==> config.mk <==
export PLATFORM = sky130hd
export DESIGN_NAME = nsfe_chunk_header_parser_top
export DESIGN_NICKNAME = d
export VERILOG_FILES = /design/src/sv/nshp_pkg.sv /design/src/sv/nshp_walker.sv /design/src/sv/nshp_out_stage.sv /design/src/sv/nsfe_chunk_header_parser_top.sv
export SDC_FILE = /design/constraint.sdc
export NUM_CORES = 1
export LEC_CHECK = 0
export BUFFER_PORTS_ARGS = -buffer_cell sky130_fd_sc_hd__clkbuf_2
export CORE_ASPECT_RATIO = 0.8
export CORE_UTILIZATION = 65
export DETAILED_ROUTE_END_ITERATION = 12
export PLACE_DENSITY = 0.85
export SLEW_MARGIN = 0
export SYNTH_ARGS = -nofsm -noshare
export SYNTH_HDL_FRONTEND = slang
export SYNTH_SLANG_ARGS = --single-unit
==> constraint.sdc <==
create_clock -name i_clk -period 7.85 [get_ports i_clk]
set_input_delay 0.3925 -clock i_clk [delete_from_list [all_inputs] [get_ports i_clk]]
set_output_delay 0.3925 -clock i_clk [all_outputs]
set_load 0.01 [all_outputs]
==> src/sv/nshp_pkg.sv <==
// Shared types, constants and helpers for the NSFE chunk header parser.
`default_nettype none

package nshp_pkg;

    localparam int unsigned MIN_FILE_LEN = 8;
    localparam int unsigned INFO_MIN_LEN = 9;

    localparam logic [31:0] ID_INFO = 32'h4F46_4E49;
    localparam logic [31:0] ID_NEND = 32'h444E_454E;

    localparam int unsigned HDR_BYTES  = 8;
    localparam int unsigned SEEN_W     = $clog2(MIN_FILE_LEN + 1);
    localparam int unsigned HDR_IDX_W  = $clog2(HDR_BYTES);
    localparam int unsigned PAY_IDX_W  = 4;

    // Payload positions of the INFO fields that are captured.
    localparam logic [PAY_IDX_W-1:0] POS_LOAD_LO = 4'd0;
    localparam logic [PAY_IDX_W-1:0] POS_LOAD_HI = 4'd1;
    localparam logic [PAY_IDX_W-1:0] POS_INIT_LO = 4'd2;
    localparam logic [PAY_IDX_W-1:0] POS_INIT_HI = 4'd3;
    localparam logic [PAY_IDX_W-1:0] POS_PLAY_LO = 4'd4;
    localparam logic [PAY_IDX_W-1:0] POS_PLAY_HI = 4'd5;
    localparam logic [PAY_IDX_W-1:0] POS_SONGS   = 4'd8;

    typedef enum logic [3:0] {
        PH_MAGIC   = 4'b0001,
        PH_HEADER  = 4'b0010,
        PH_PAYLOAD = 4'b0100,
        PH_DONE    = 4'b1000
    } t_phase;

    typedef struct packed {
        logic        long_enough;
        logic        magic_valid;
        logic [15:0] load_addr;
        logic [15:0] init_addr;
        logic [15:0] play_addr;
        logic [7:0]  num_songs;
    } t_result;

    function automatic logic [7:0] magic_byte(input logic [1:0] idx);
        logic [7:0] v;
        unique case (idx)
            2'd0: v = 8'h4E;
            2'd1: v = 8'h53;
            2'd2: v = 8'h46;
            2'd3: v = 8'h45;
            default: v = 8'h00;
        endcase
        return v;
    endfunction

endpackage

`default_nettype wire

==> src/sv/nshp_walker.sv <==
// Parser state and the per-byte update that walks magic, chunk headers and payloads.
`default_nettype none

module nshp_walker
    import nshp_pkg::*;
(
    input  wire logic       i_clk,
    input  wire logic       i_rst_n,
    input  wire logic       i_step,
    input  wire logic [7:0] i_byte,
    input  wire logic       i_last,
    output t_result         o_result
);

    logic [SEEN_W-1:0]          r_seen,    n_seen;
    t_phase                     r_phase,   n_phase;
    logic [HDR_IDX_W-1:0]       r_hdr_idx, n_hdr_idx;
    logic [8*(HDR_BYTES-1)-1:0] r_hdr,     n_hdr;
    logic [31:0]                r_skip,    n_skip;
    logic                       r_info,    n_info;
    logic [PAY_IDX_W-1:0]       r_pay_idx, n_pay_idx;
    logic                       r_magic,   n_magic;
    logic [15:0]                r_load,    n_load;
    logic [15:0]                r_init,    n_init;
    logic [15:0]                r_play,    n_play;
    logic [7:0]                 r_songs,   n_songs;

    logic [31:0] hdr_len;
    logic [31:0] hdr_id;
    logic        ok;

    // The eighth header byte is used straight from the input, so only seven are stored.
    assign hdr_len = r_hdr[31:0];
    assign hdr_id  = {i_byte, r_hdr[55:32]};

    always_comb begin
        n_seen    = r_seen;
        n_phase   = r_phase;
        n_hdr_idx = r_hdr_idx;
        n_hdr     = r_hdr;
        n_skip    = r_skip;
        n_info    = r_info;
        n_pay_idx = r_pay_idx;
        n_magic   = r_magic;
        n_load    = r_load;
        n_init    = r_init;
        n_play    = r_play;
        n_songs   = r_songs;

        if (r_seen < SEEN_W'(MIN_FILE_LEN)) begin
            n_seen = r_seen + SEEN_W'(1);
        end

        unique case (r_phase)
            PH_MAGIC: begin
                n_magic = ((r_hdr_idx == '0) || r_magic)
                          && (i_byte == magic_byte(r_hdr_idx[1:0]));
                if (r_hdr_idx == HDR_IDX_W'(3)) begin
                    n_hdr_idx = '0;
                    n_phase   = n_magic ? PH_HEADER : PH_DONE;
                end else begin
                    n_hdr_idx = r_hdr_idx + HDR_IDX_W'(1);
                end
            end
            PH_HEADER: begin
                if (r_hdr_idx == HDR_IDX_W'(HDR_BYTES - 1)) begin
                    // A header is only acted on when another byte follows it.
                    if (!i_last) begin
                        n_hdr_idx = '0;
                        n_pay_idx = '0;
                        n_info    = (hdr_id == ID_INFO) && (hdr_len >= 32'(INFO_MIN_LEN));
                        if (n_info) begin
                            n_load  = '0;
                            n_init  = '0;
                            n_play  = '0;
                            n_songs = '0;
                        end
                        if (hdr_id == ID_NEND) begin
                            n_phase = PH_DONE;
                        end else begin
                            n_skip  = hdr_len;
                            n_phase = (hdr_len == '0) ? PH_HEADER : PH_PAYLOAD;
                        end
                    end
                end else begin
                    for (int k = 0; k < HDR_BYTES - 1; k++) begin
                        if (r_hdr_idx == HDR_IDX_W'(k)) begin
                            n_hdr[8*k +: 8] = i_byte;
                        end
                    end
                    n_hdr_idx = r_hdr_idx + HDR_IDX_W'(1);
                end
            end
            PH_PAYLOAD: begin
                if (r_skip == '0) begin
                    n_phase   = PH_HEADER;
                    n_hdr_idx = '0;
                end else begin
                    if (r_info) begin
                        unique case (r_pay_idx)
                            POS_LOAD_LO: n_load[7:0]  = i_byte;
                            POS_LOAD_HI: n_load[15:8] = i_byte;
                            POS_INIT_LO: n_init[7:0]  = i_byte;
                            POS_INIT_HI: n_init[15:8] = i_byte;
                            POS_PLAY_LO: n_play[7:0]  = i_byte;
                            POS_PLAY_HI: n_play[15:8] = i_byte;
                            POS_SONGS:   n_songs      = i_byte;
                            default: ;
                        endcase
                        if (r_pay_idx != '1) begin
                            n_pay_idx = r_pay_idx + PAY_IDX_W'(1);
                        end
                    end
                    n_skip = r_skip - 32'd1;
                    if (r_skip == 32'd1) begin
                        n_info    = 1'b0;
                        n_pay_idx = '0;
                        n_hdr_idx = '0;
                        n_phase   = PH_HEADER;
                    end
                end
            end
            PH_DONE: ;
            default: ;
        endcase

        ok = (n_seen == SEEN_W'(MIN_FILE_LEN));
        o_result.long_enough = ok;
        o_result.magic_valid = ok && n_magic;
        o_result.load_addr   = ok ? n_load  : '0;
        o_result.init_addr   = ok ? n_init  : '0;
        o_result.play_addr   = ok ? n_play  : '0;
        o_result.num_songs   = ok ? n_songs : '0;

        // The final byte of a file returns the walker to its reset state.
        if (i_last) begin
            n_seen    = '0;
            n_phase   = PH_MAGIC;
            n_hdr_idx = '0;
            n_skip    = '0;
            n_info    = 1'b0;
            n_pay_idx = '0;
            n_magic   = 1'b0;
            n_load    = '0;
            n_init    = '0;
            n_play    = '0;
            n_songs   = '0;
        end
    end

    always_ff @(posedge i_clk) begin
        if (!i_rst_n) begin
            r_seen    <= '0;
            r_phase   <= PH_MAGIC;
            r_hdr_idx <= '0;
            r_skip    <= '0;
            r_info    <= 1'b0;
            r_pay_idx <= '0;
            r_magic   <= 1'b0;
            r_load    <= '0;
            r_init    <= '0;
            r_play    <= '0;
            r_songs   <= '0;
        end else if (i_step) begin
            r_seen    <= n_seen;
            r_phase   <= n_phase;
            r_hdr_idx <= n_hdr_idx;
            r_skip    <= n_skip;
            r_info    <= n_info;
            r_pay_idx <= n_pay_idx;
            r_magic   <= n_magic;
            r_load    <= n_load;
            r_init    <= n_init;
            r_play    <= n_play;
            r_songs   <= n_songs;
        end
    end

    always_ff @(posedge i_clk) begin
        if (i_step) begin
            r_hdr <= n_hdr;
        end
    end

endmodule

`default_nettype wire

==> src/sv/nshp_out_stage.sv <==
// Result register that holds one parse result until the downstream side takes it.
`default_nettype none

module nshp_out_stage
    import nshp_pkg::*;
(
    input  wire logic    i_clk,
    input  wire logic    i_rst_n,
    input  wire logic    i_load,
    input  wire t_result i_result,
    output logic         o_space,
    output logic         o_valid,
    input  wire logic    i_ready,
    output t_result      o_result
);

    logic    r_valid;
    t_result r_result;

    assign o_space  = !r_valid || i_ready;
    assign o_valid  = r_valid;
    assign o_result = r_result;

    always_ff @(posedge i_clk) begin
        if (!i_rst_n) begin
            r_valid <= 1'b0;
        end else if (i_load) begin
            r_valid <= 1'b1;
        end else if (i_ready) begin
            r_valid <= 1'b0;
        end
    end

    always_ff @(posedge i_clk) begin
        if (i_load) begin
            r_result <= i_result;
        end
    end

endmodule

`default_nettype wire

==> src/sv/nsfe_chunk_header_parser_top.sv <==
// Top level of the NSFE chunk header parser: input register, walker and result register.
`default_nettype none

// Takes an NSFE file one byte per word and, on the word flagged as the last byte, delivers one
// result: whether the file was at least eight bytes long, whether it opened with the NSFE magic,
// and the load, init and play addresses and song count of the last INFO chunk used. A byte is
// accepted every cycle unless the input stalls as below. Each byte is caught in an input
// register and then updates the parse state; a last byte also loads the result register when it
// updates the parse state, so o_out_valid rises once the last byte has moved from the input
// register into the result register. Input only stalls when a last byte waits in the input
// register while the previous result is still held in the result register and not being taken.
module nsfe_chunk_header_parser_top
    import nshp_pkg::*;
(
    input  wire logic        i_clk,
    input  wire logic        i_rst_n,
    input  wire logic        i_in_valid,
    output logic             o_in_ready,
    input  wire logic [7:0]  i_file_byte,
    input  wire logic        i_last_byte,
    output logic             o_out_valid,
    input  wire logic        i_out_ready,
    output logic             o_long_enough,
    output logic             o_magic_valid,
    output logic [15:0]      o_load_addr,
    output logic [15:0]      o_init_addr,
    output logic [15:0]      o_play_addr,
    output logic [7:0]       o_num_songs
);

    logic       r_in_valid;
    logic [7:0] r_in_byte;
    logic       r_in_last;
    logic       step;
    logic       out_space;
    t_result    walk_result;
    t_result    out_result;

    // Ordinary bytes never wait; a last byte needs room in the result register.
    assign step       = r_in_valid && (!r_in_last || out_space);
    assign o_in_ready = !r_in_valid || step;

    always_ff @(posedge i_clk) begin
        if (!i_rst_n) begin
            r_in_valid <= 1'b0;
        end else if (i_in_valid && o_in_ready) begin
            r_in_valid <= 1'b1;
        end else if (step) begin
            r_in_valid <= 1'b0;
        end
    end

    always_ff @(posedge i_clk) begin
        if (i_in_valid && o_in_ready) begin
            r_in_byte <= i_file_byte;
            r_in_last <= i_last_byte;
        end
    end

    nshp_walker u_walker (
        .i_clk    (i_clk),
        .i_rst_n  (i_rst_n),
        .i_step   (step),
        .i_byte   (r_in_byte),
        .i_last   (r_in_last),
        .o_result (walk_result)
    );

    nshp_out_stage u_out_stage (
        .i_clk    (i_clk),
        .i_rst_n  (i_rst_n),
        .i_load   (step && r_in_last),
        .i_result (walk_result),
        .o_space  (out_space),
        .o_valid  (o_out_valid),
        .i_ready  (i_out_ready),
        .o_result (out_result)
    );

    assign o_long_enough = out_result.long_enough;
    assign o_magic_valid = out_result.magic_valid;
    assign o_load_addr   = out_result.load_addr;
    assign o_init_addr   = out_result.init_addr;
    assign o_play_addr   = out_result.play_addr;
    assign o_num_songs   = out_result.num_songs;

endmodule

`default_nettype wire

# After elaboration in Yosys (flattened, before gate mapping)
# Cells that the tools add are included.
[totals]
in_bits = 13
register_bits = 230
elab_cells = 179
[classes]
n_mux = 77
bitwise_logic = 1
n_addsub = 4
eq_ne = 33
reduce_logical = 34
magnitude_cmp = 2
[op_table]
columns = ["op", "n"]
rows = [
  ["two-way mux 16 bit", 18],
  ["two-way mux 32 bit", 4],
  ["two-way mux 8 bit", 14],
  ["one-hot mux 16 bit (2 select lines)", 3],
  ["== test 32 x 31 -> 1 bit, second input constant", 2],
  ["zero test 32 bit", 2],
  ["one-hot mux 32 bit (2 select lines)", 1],
  ["two-way mux 4 bit", 15],
  ["== test 32 x 1 -> 1 bit, second input constant", 1],
  ["greater-or-equal comparator 32 x 4 -> 1 bit, second input constant", 1],
  ["one-hot mux 8 bit (4 select lines)", 1],
  ["subtractor 32 x 1 -> 32 bit, second input constant", 1],
  ["AND reduction 4 bit", 7],
  ["two-way mux 3 bit", 6],
  ["one-hot mux 8 bit (2 select lines)", 1],
  ["AND reduction 5 bit", 3],
  ["== test 3 bit, second input constant", 4],
  ["== test 4 x 2 -> 1 bit, second input constant", 3],
  ["== test 4 x 3 -> 1 bit, second input constant", 3],
  ["!= test 4 x 2 -> 1 bit, second input constant", 3],
  ["one-hot mux 4 bit (3 select lines)", 1],
  ["two-way mux 1 bit", 10],
  ["!= test 3 x 2 -> 1 bit, second input constant", 3],
  ["one-hot mux 3 bit (3 select lines)", 1],
  ["other kinds (26)", 43],
]

# Depth between registers and ports, before layout
[depth]
depth_word = 9
ltp_mapped = 10
depth_no_buf = 8

# Hierarchy
# From an unflattened synthesis, not the netlist that was laid out.
[unflattened]
cells_unflattened = 978
hier_area_um2 = 10425.0
[modules_own_cells]
columns = ["module", "cells_each", "area_per_inst_um2", "instances"]
rows = [
  ["nshp_walker", 899, 8281.7, 1],
  ["nshp_out_stage", 62, 1790.5, 1],
  ["nsfe_chunk_header_parser_top", 17, 352.8, 1],
]

# Worst setup path after synthesis
# Ideal clock, no wire load.
[synth_path]
path_kind = "register -> register"
startpoint = "register u_walker.r_skip[19]"
endpoint = "register u_out_stage.r_result (netlist bit u_out_stage.o_result[48]), data pin"
arrival_ns = 2.579
n_path_buf = 3
t_required_ns = 7.575
synth_period_minus_slack_ns = 2.854
setup_slack_ns = 4.996
stages_incl_launch_ff = 9
setup_time_ns = 0.275
path_cell_list = "dfxtp_1 -> or4_4 -> or4_4 -> buf_6 -> or4_4 -> buf_6 -> nand3_1 -> buf_4 -> o32ai_2"
[synth_between]
elab_chain_cells = 3
[synth_rtl]
columns = ["item", "line_no", "text"]
rows = [
  ["from (decl)", "nshp_walker.sv:19", "logic [31:0] r_skip, n_skip;"],
  ["from (signal assigned)", "nshp_walker.sv:168", "r_skip <= n_skip;"],
  ["zero test 32 bit", "nshp_walker.sv:95", "if (r_skip == '0) begin"],
  ["two-way mux 16 bit", "nshp_walker.sv:95", ""],
  ["one-hot mux 16 bit (2 select lines)", "nshp_walker.sv:54", "unique case (r_phase)"],
  ["to (signal assigned)", "nshp_out_stage.sv:36", "r_result <= i_result;"],
  ["to (decl)", "nshp_out_stage.sv:18", "t_result r_result;"],
]
# Every way passes these cells.
# A chain may end at the register's enable or synchronous reset.

# Worst setup path in the final report
[layout_path]
startpoint = "register r_in_byte[0]"
endpoint = "register u_walker.r_skip[5]"
[layout_between]
elab_chain_cells = 3
[layout_rtl]
columns = ["item", "line_no", "text"]
rows = [
  ["from (decl)", "nsfe_chunk_header_parser_top.sv:32", "logic [7:0] r_in_byte;"],
  ["from (signal assigned)", "nsfe_chunk_header_parser_top.sv:55", "r_in_byte <= i_file_byte;"],
  ["== test 32 x 31 -> 1 bit", "nshp_walker.sv:78", "if (hdr_id == ID_NEND) begin"],
  ["!= test 3 bit (no line)", "--", ""],
  ["AND reduction 5 bit (no line)", "--", ""],
]
# Every way passes these cells.

==> flow_metrics.py <==
metrics = {
    "detailed_routing": {
        "drt_wl_total_mm": 26.0,
        "num_vias": 8390,
        "drcViolationCount": 0,
        "wl_per_cell_um": 21.0,
        "initialDrtViolationCount": 1206,
        "avgViaCountPerCell": 6.77,
        "dr.pass1.iters": 6,
        "ant_nets": 0,
    },
    "floorplanning": {
        "dieArea_um2": 16400,
        "die_h_um": 115,
        "start_util_pct": 67.6,
        "num_rows": 40,
        "io_pins": 73,
        "die_x_um": 143,
        "core-area_um2": 15300,
    },
    "layout": {
        "regArea_um2": 5840,
        "layout_commonest_cell": "nand2_1",
        "final_cell_mix": "nand2_1, edfxtp_1, dfxtp_1",
        "nNetsFinal": 1042,
        "multi_input_area_um2": 4100,
        "num_antenna_cells": 0,
        "nFillCells": 976,
        "area_delta_synth_final_pct": 12.5,
        "layout-drive-gt1-share_pct": 15.5,
    },
    "synth": {
        "syn_avg_cell_area_um2": 10.8,
        "synth-compound-area-share_pct": 18.8,
        "synth_fa_ha_area_share_pct": 1.94,
        "syn_nets": 986,
        "yosysUniqueCellTypes": 72,
        "synthesis.area_um2": 10300,
        "synth_cells": 957,
        "synth-seq-cells": 230,
        "yosysSeqAreaShare_pct": 56.6,
        "synth_mux_area_share_pct": 0.206,
        "synth_warnings": 0,
        "async_flop_share_pct": 0,
        "synthXorXnorAreaFrac_pct": 0.679,
        "yosys.area_share.simple_pct": 17.9,
        "synth_flop_cell": "edfxtp_1",
        "synth_top_family_by_area": "compound AO/OA/AOI/OAI gates",
        "synth_edf_count": 123,
    },
    "sta": {
        "rsz0062_at_grt": "false",
        "final.setup.worst_slack_ns": 4.14,
        "setup_viol": 0,
        "hold_viol_final": 0,
        "tns_ns": 0,
        "fin_skew_ns": 0.0121,
        "final.period_utilization_pct": 47.2,
        "max_slew_margin_pct": 16.2,
        "tightest_slew_ns": 1.25,
        "maxSlewViolCount": 0,
        "fmax_ghz": 0.270,
        "min_period_ns": 3.71,
    },
    "grt": {
        "antenna_found_initial": 0,
        "grt_pass1_wl_mm": 40.9,
        "grt_pass1_vias": 7585,
        "grt_max_degree": 59,
        "gr-total-overflow": 0,
        "grt_usage_pct": 32.4,
    },
    "cts": {
        "cts_root_buf": "clkbuf_16",
        "cts_buffers": 23,
        "htreeDepth": 1,
        "clk_latency_ns": 0.51,
        "cts_resized": 0,
        "hold_buffers": 0,
        "cts_tree": "done",
        "clkTransAtPathRegs_ns": 0.06,
        "cts.sinks": 230,
        "cts.path.max_buffers": 3,
        "cts_setup_buffers": 0,
    },
    "critical_path": {
        "cp_max_fo": 18,
        "critical_path_class": "register to register",
        "required_ns": 8.25,
        "arrival_ns": 4.11,
        "r2r_slack_ns": 4.14,
        "critPathCaptureType": "register",
        "start_kind": "register",
    },
    "power_and_ir_drop": {
        "p_per_area_nw_per_um2": 222,
        "leakagePower_nw": 3.91,
        "power_mw": 2.58,
        "peakVddDrop_mv": 0.249,
    },
    "placed_design": {
        "dp_hpwl_mm": 17.3,
        "pre_cts_ws_ns": 4.29,
        "port_buffers": 72,
        "gp_congestion": 0.902,
    },
    "job": {
        "drv_cap": 0,
    },
    "min_path": {
        "min_path_type": "input pin to register",
    },
    "outcome": {
        "status": "finished, final reports clean",
    },
}
-- synth_stat cells (17+ instances only) --
master / number / share of area [%]
o21ai_0: 32 / 1.6
o32ai_1: 24 / 2.0
edfxtp_1: 123 / 36
a21oi_1: 25 / 1.2
clkbuf_1: 37 / 1.3
a22o_1: 19 / 1.6
nand3_1: 34 / 1.6
o2bb2ai_1: 17 / 1.4
nor2_1: 40 / 1.5
nor3_1: 25 / 1.2
and2_1: 18 / 1.1
a32o_1: 20 / 1.9
o22ai_1: 47 / 2.9
inv_1: 46 / 1.7
nor4_1: 20 / 1.2
nand2_1: 129 / 4.7
dfxtp_1: 107 / 21
-- report_power, final --
part           switching, mW  leakage (nW)  internal (mW)
sequential            0.0188          1.97           1.28
clock                  0.456         0.394          0.689
combinational         0.0909          1.55         0.0416
-- cell families after synthesis --
logic type | after synthesis
DFF | 230
AOI/OAI and AO/OA | 254
xor gates and xnor gates | 8
adders and majority gates | 16
muxes | 2
and+or+nand+nor | 350
buffers and inverters | 97
-- registers in the layout (all words and copies together) (netlist names) --
register,count
r_in_byte,8
r_in_last,1
r_in_valid,1
u_out_stage.o_result,58
u_out_stage.o_valid,1
u_walker.r_hdr,56
u_walker.r_hdr_idx,3
u_walker.r_info,1
u_walker.r_init,16
u_walker.r_load,16
u_walker.r_magic,1
u_walker.r_pay_idx,4
u_walker.r_phase,4
u_walker.r_play,16
u_walker.r_seen,4
u_walker.r_skip,32
u_walker.r_songs,8
-- worst paths after layout --
| kind | start | endpoint | cells after the start |
|---|---|---|---|
| max | r_in_byte[0] | u_walker.r_skip[5] | 6 |
| min | i_file_byte[1] | r_in_byte[1] | 1 |
| max reg2reg | r_in_byte[0] | u_walker.r_skip[5] | 6 |
| min reg2reg | u_walker.r_load[11] | u_walker.r_load[11] | 2 |
-- worst max-delay path: stages, from the launching register on --
cell,delay [ns]
edfxtp_1,0.55
or4b_2,0.65
or4_1,0.40
nor3_1,0.59
a211o_1,0.65
nor2_1,0.40
a32o_1,0.34
-- layout make-up --
cell class                      count  share of cell area [%]
Multi-Input combinational cell    630                    35.4
Inverter                           46                    1.49
Timing Repair Buffer               82                    3.75
Clock buffer                       30                    5.64
Tap cell                          210                    2.26
Clock inverter                     12                    1.22
Sequential cell                   230                    50.3
-- metal layers --
metal  track usage, %  vias to the layer above  share of wire [%]
met5                0                        -                  0
li1                 -                     3769                  -
met1             48.7                     3987                 43
met2             45.9                      590                 43
met4             8.46                        0                1.6
met3             9.08                       44                 13
-- metrics by stage --
| stage | hold slack, ns | cells | util, % | instance area, um2 |
|---|---|---|---|---|
| final | 0.0610 | 1240 | 76.0 | 11600 |
| after global routing | 0.0537 | 1240 | 76.0 | 11600 |
| after CTS | 0.0532 | 1240 | 76.0 | 11600 |
| after detailed placement | 0.441 | 1198 | 70.8 | 10800 |
| after global placement | 0.437 | 1198 | 70.8 | 10800 |
| after floorplan | 0.429 | 957 | - | 10300 |
Power figures use the tool's default switching activity.
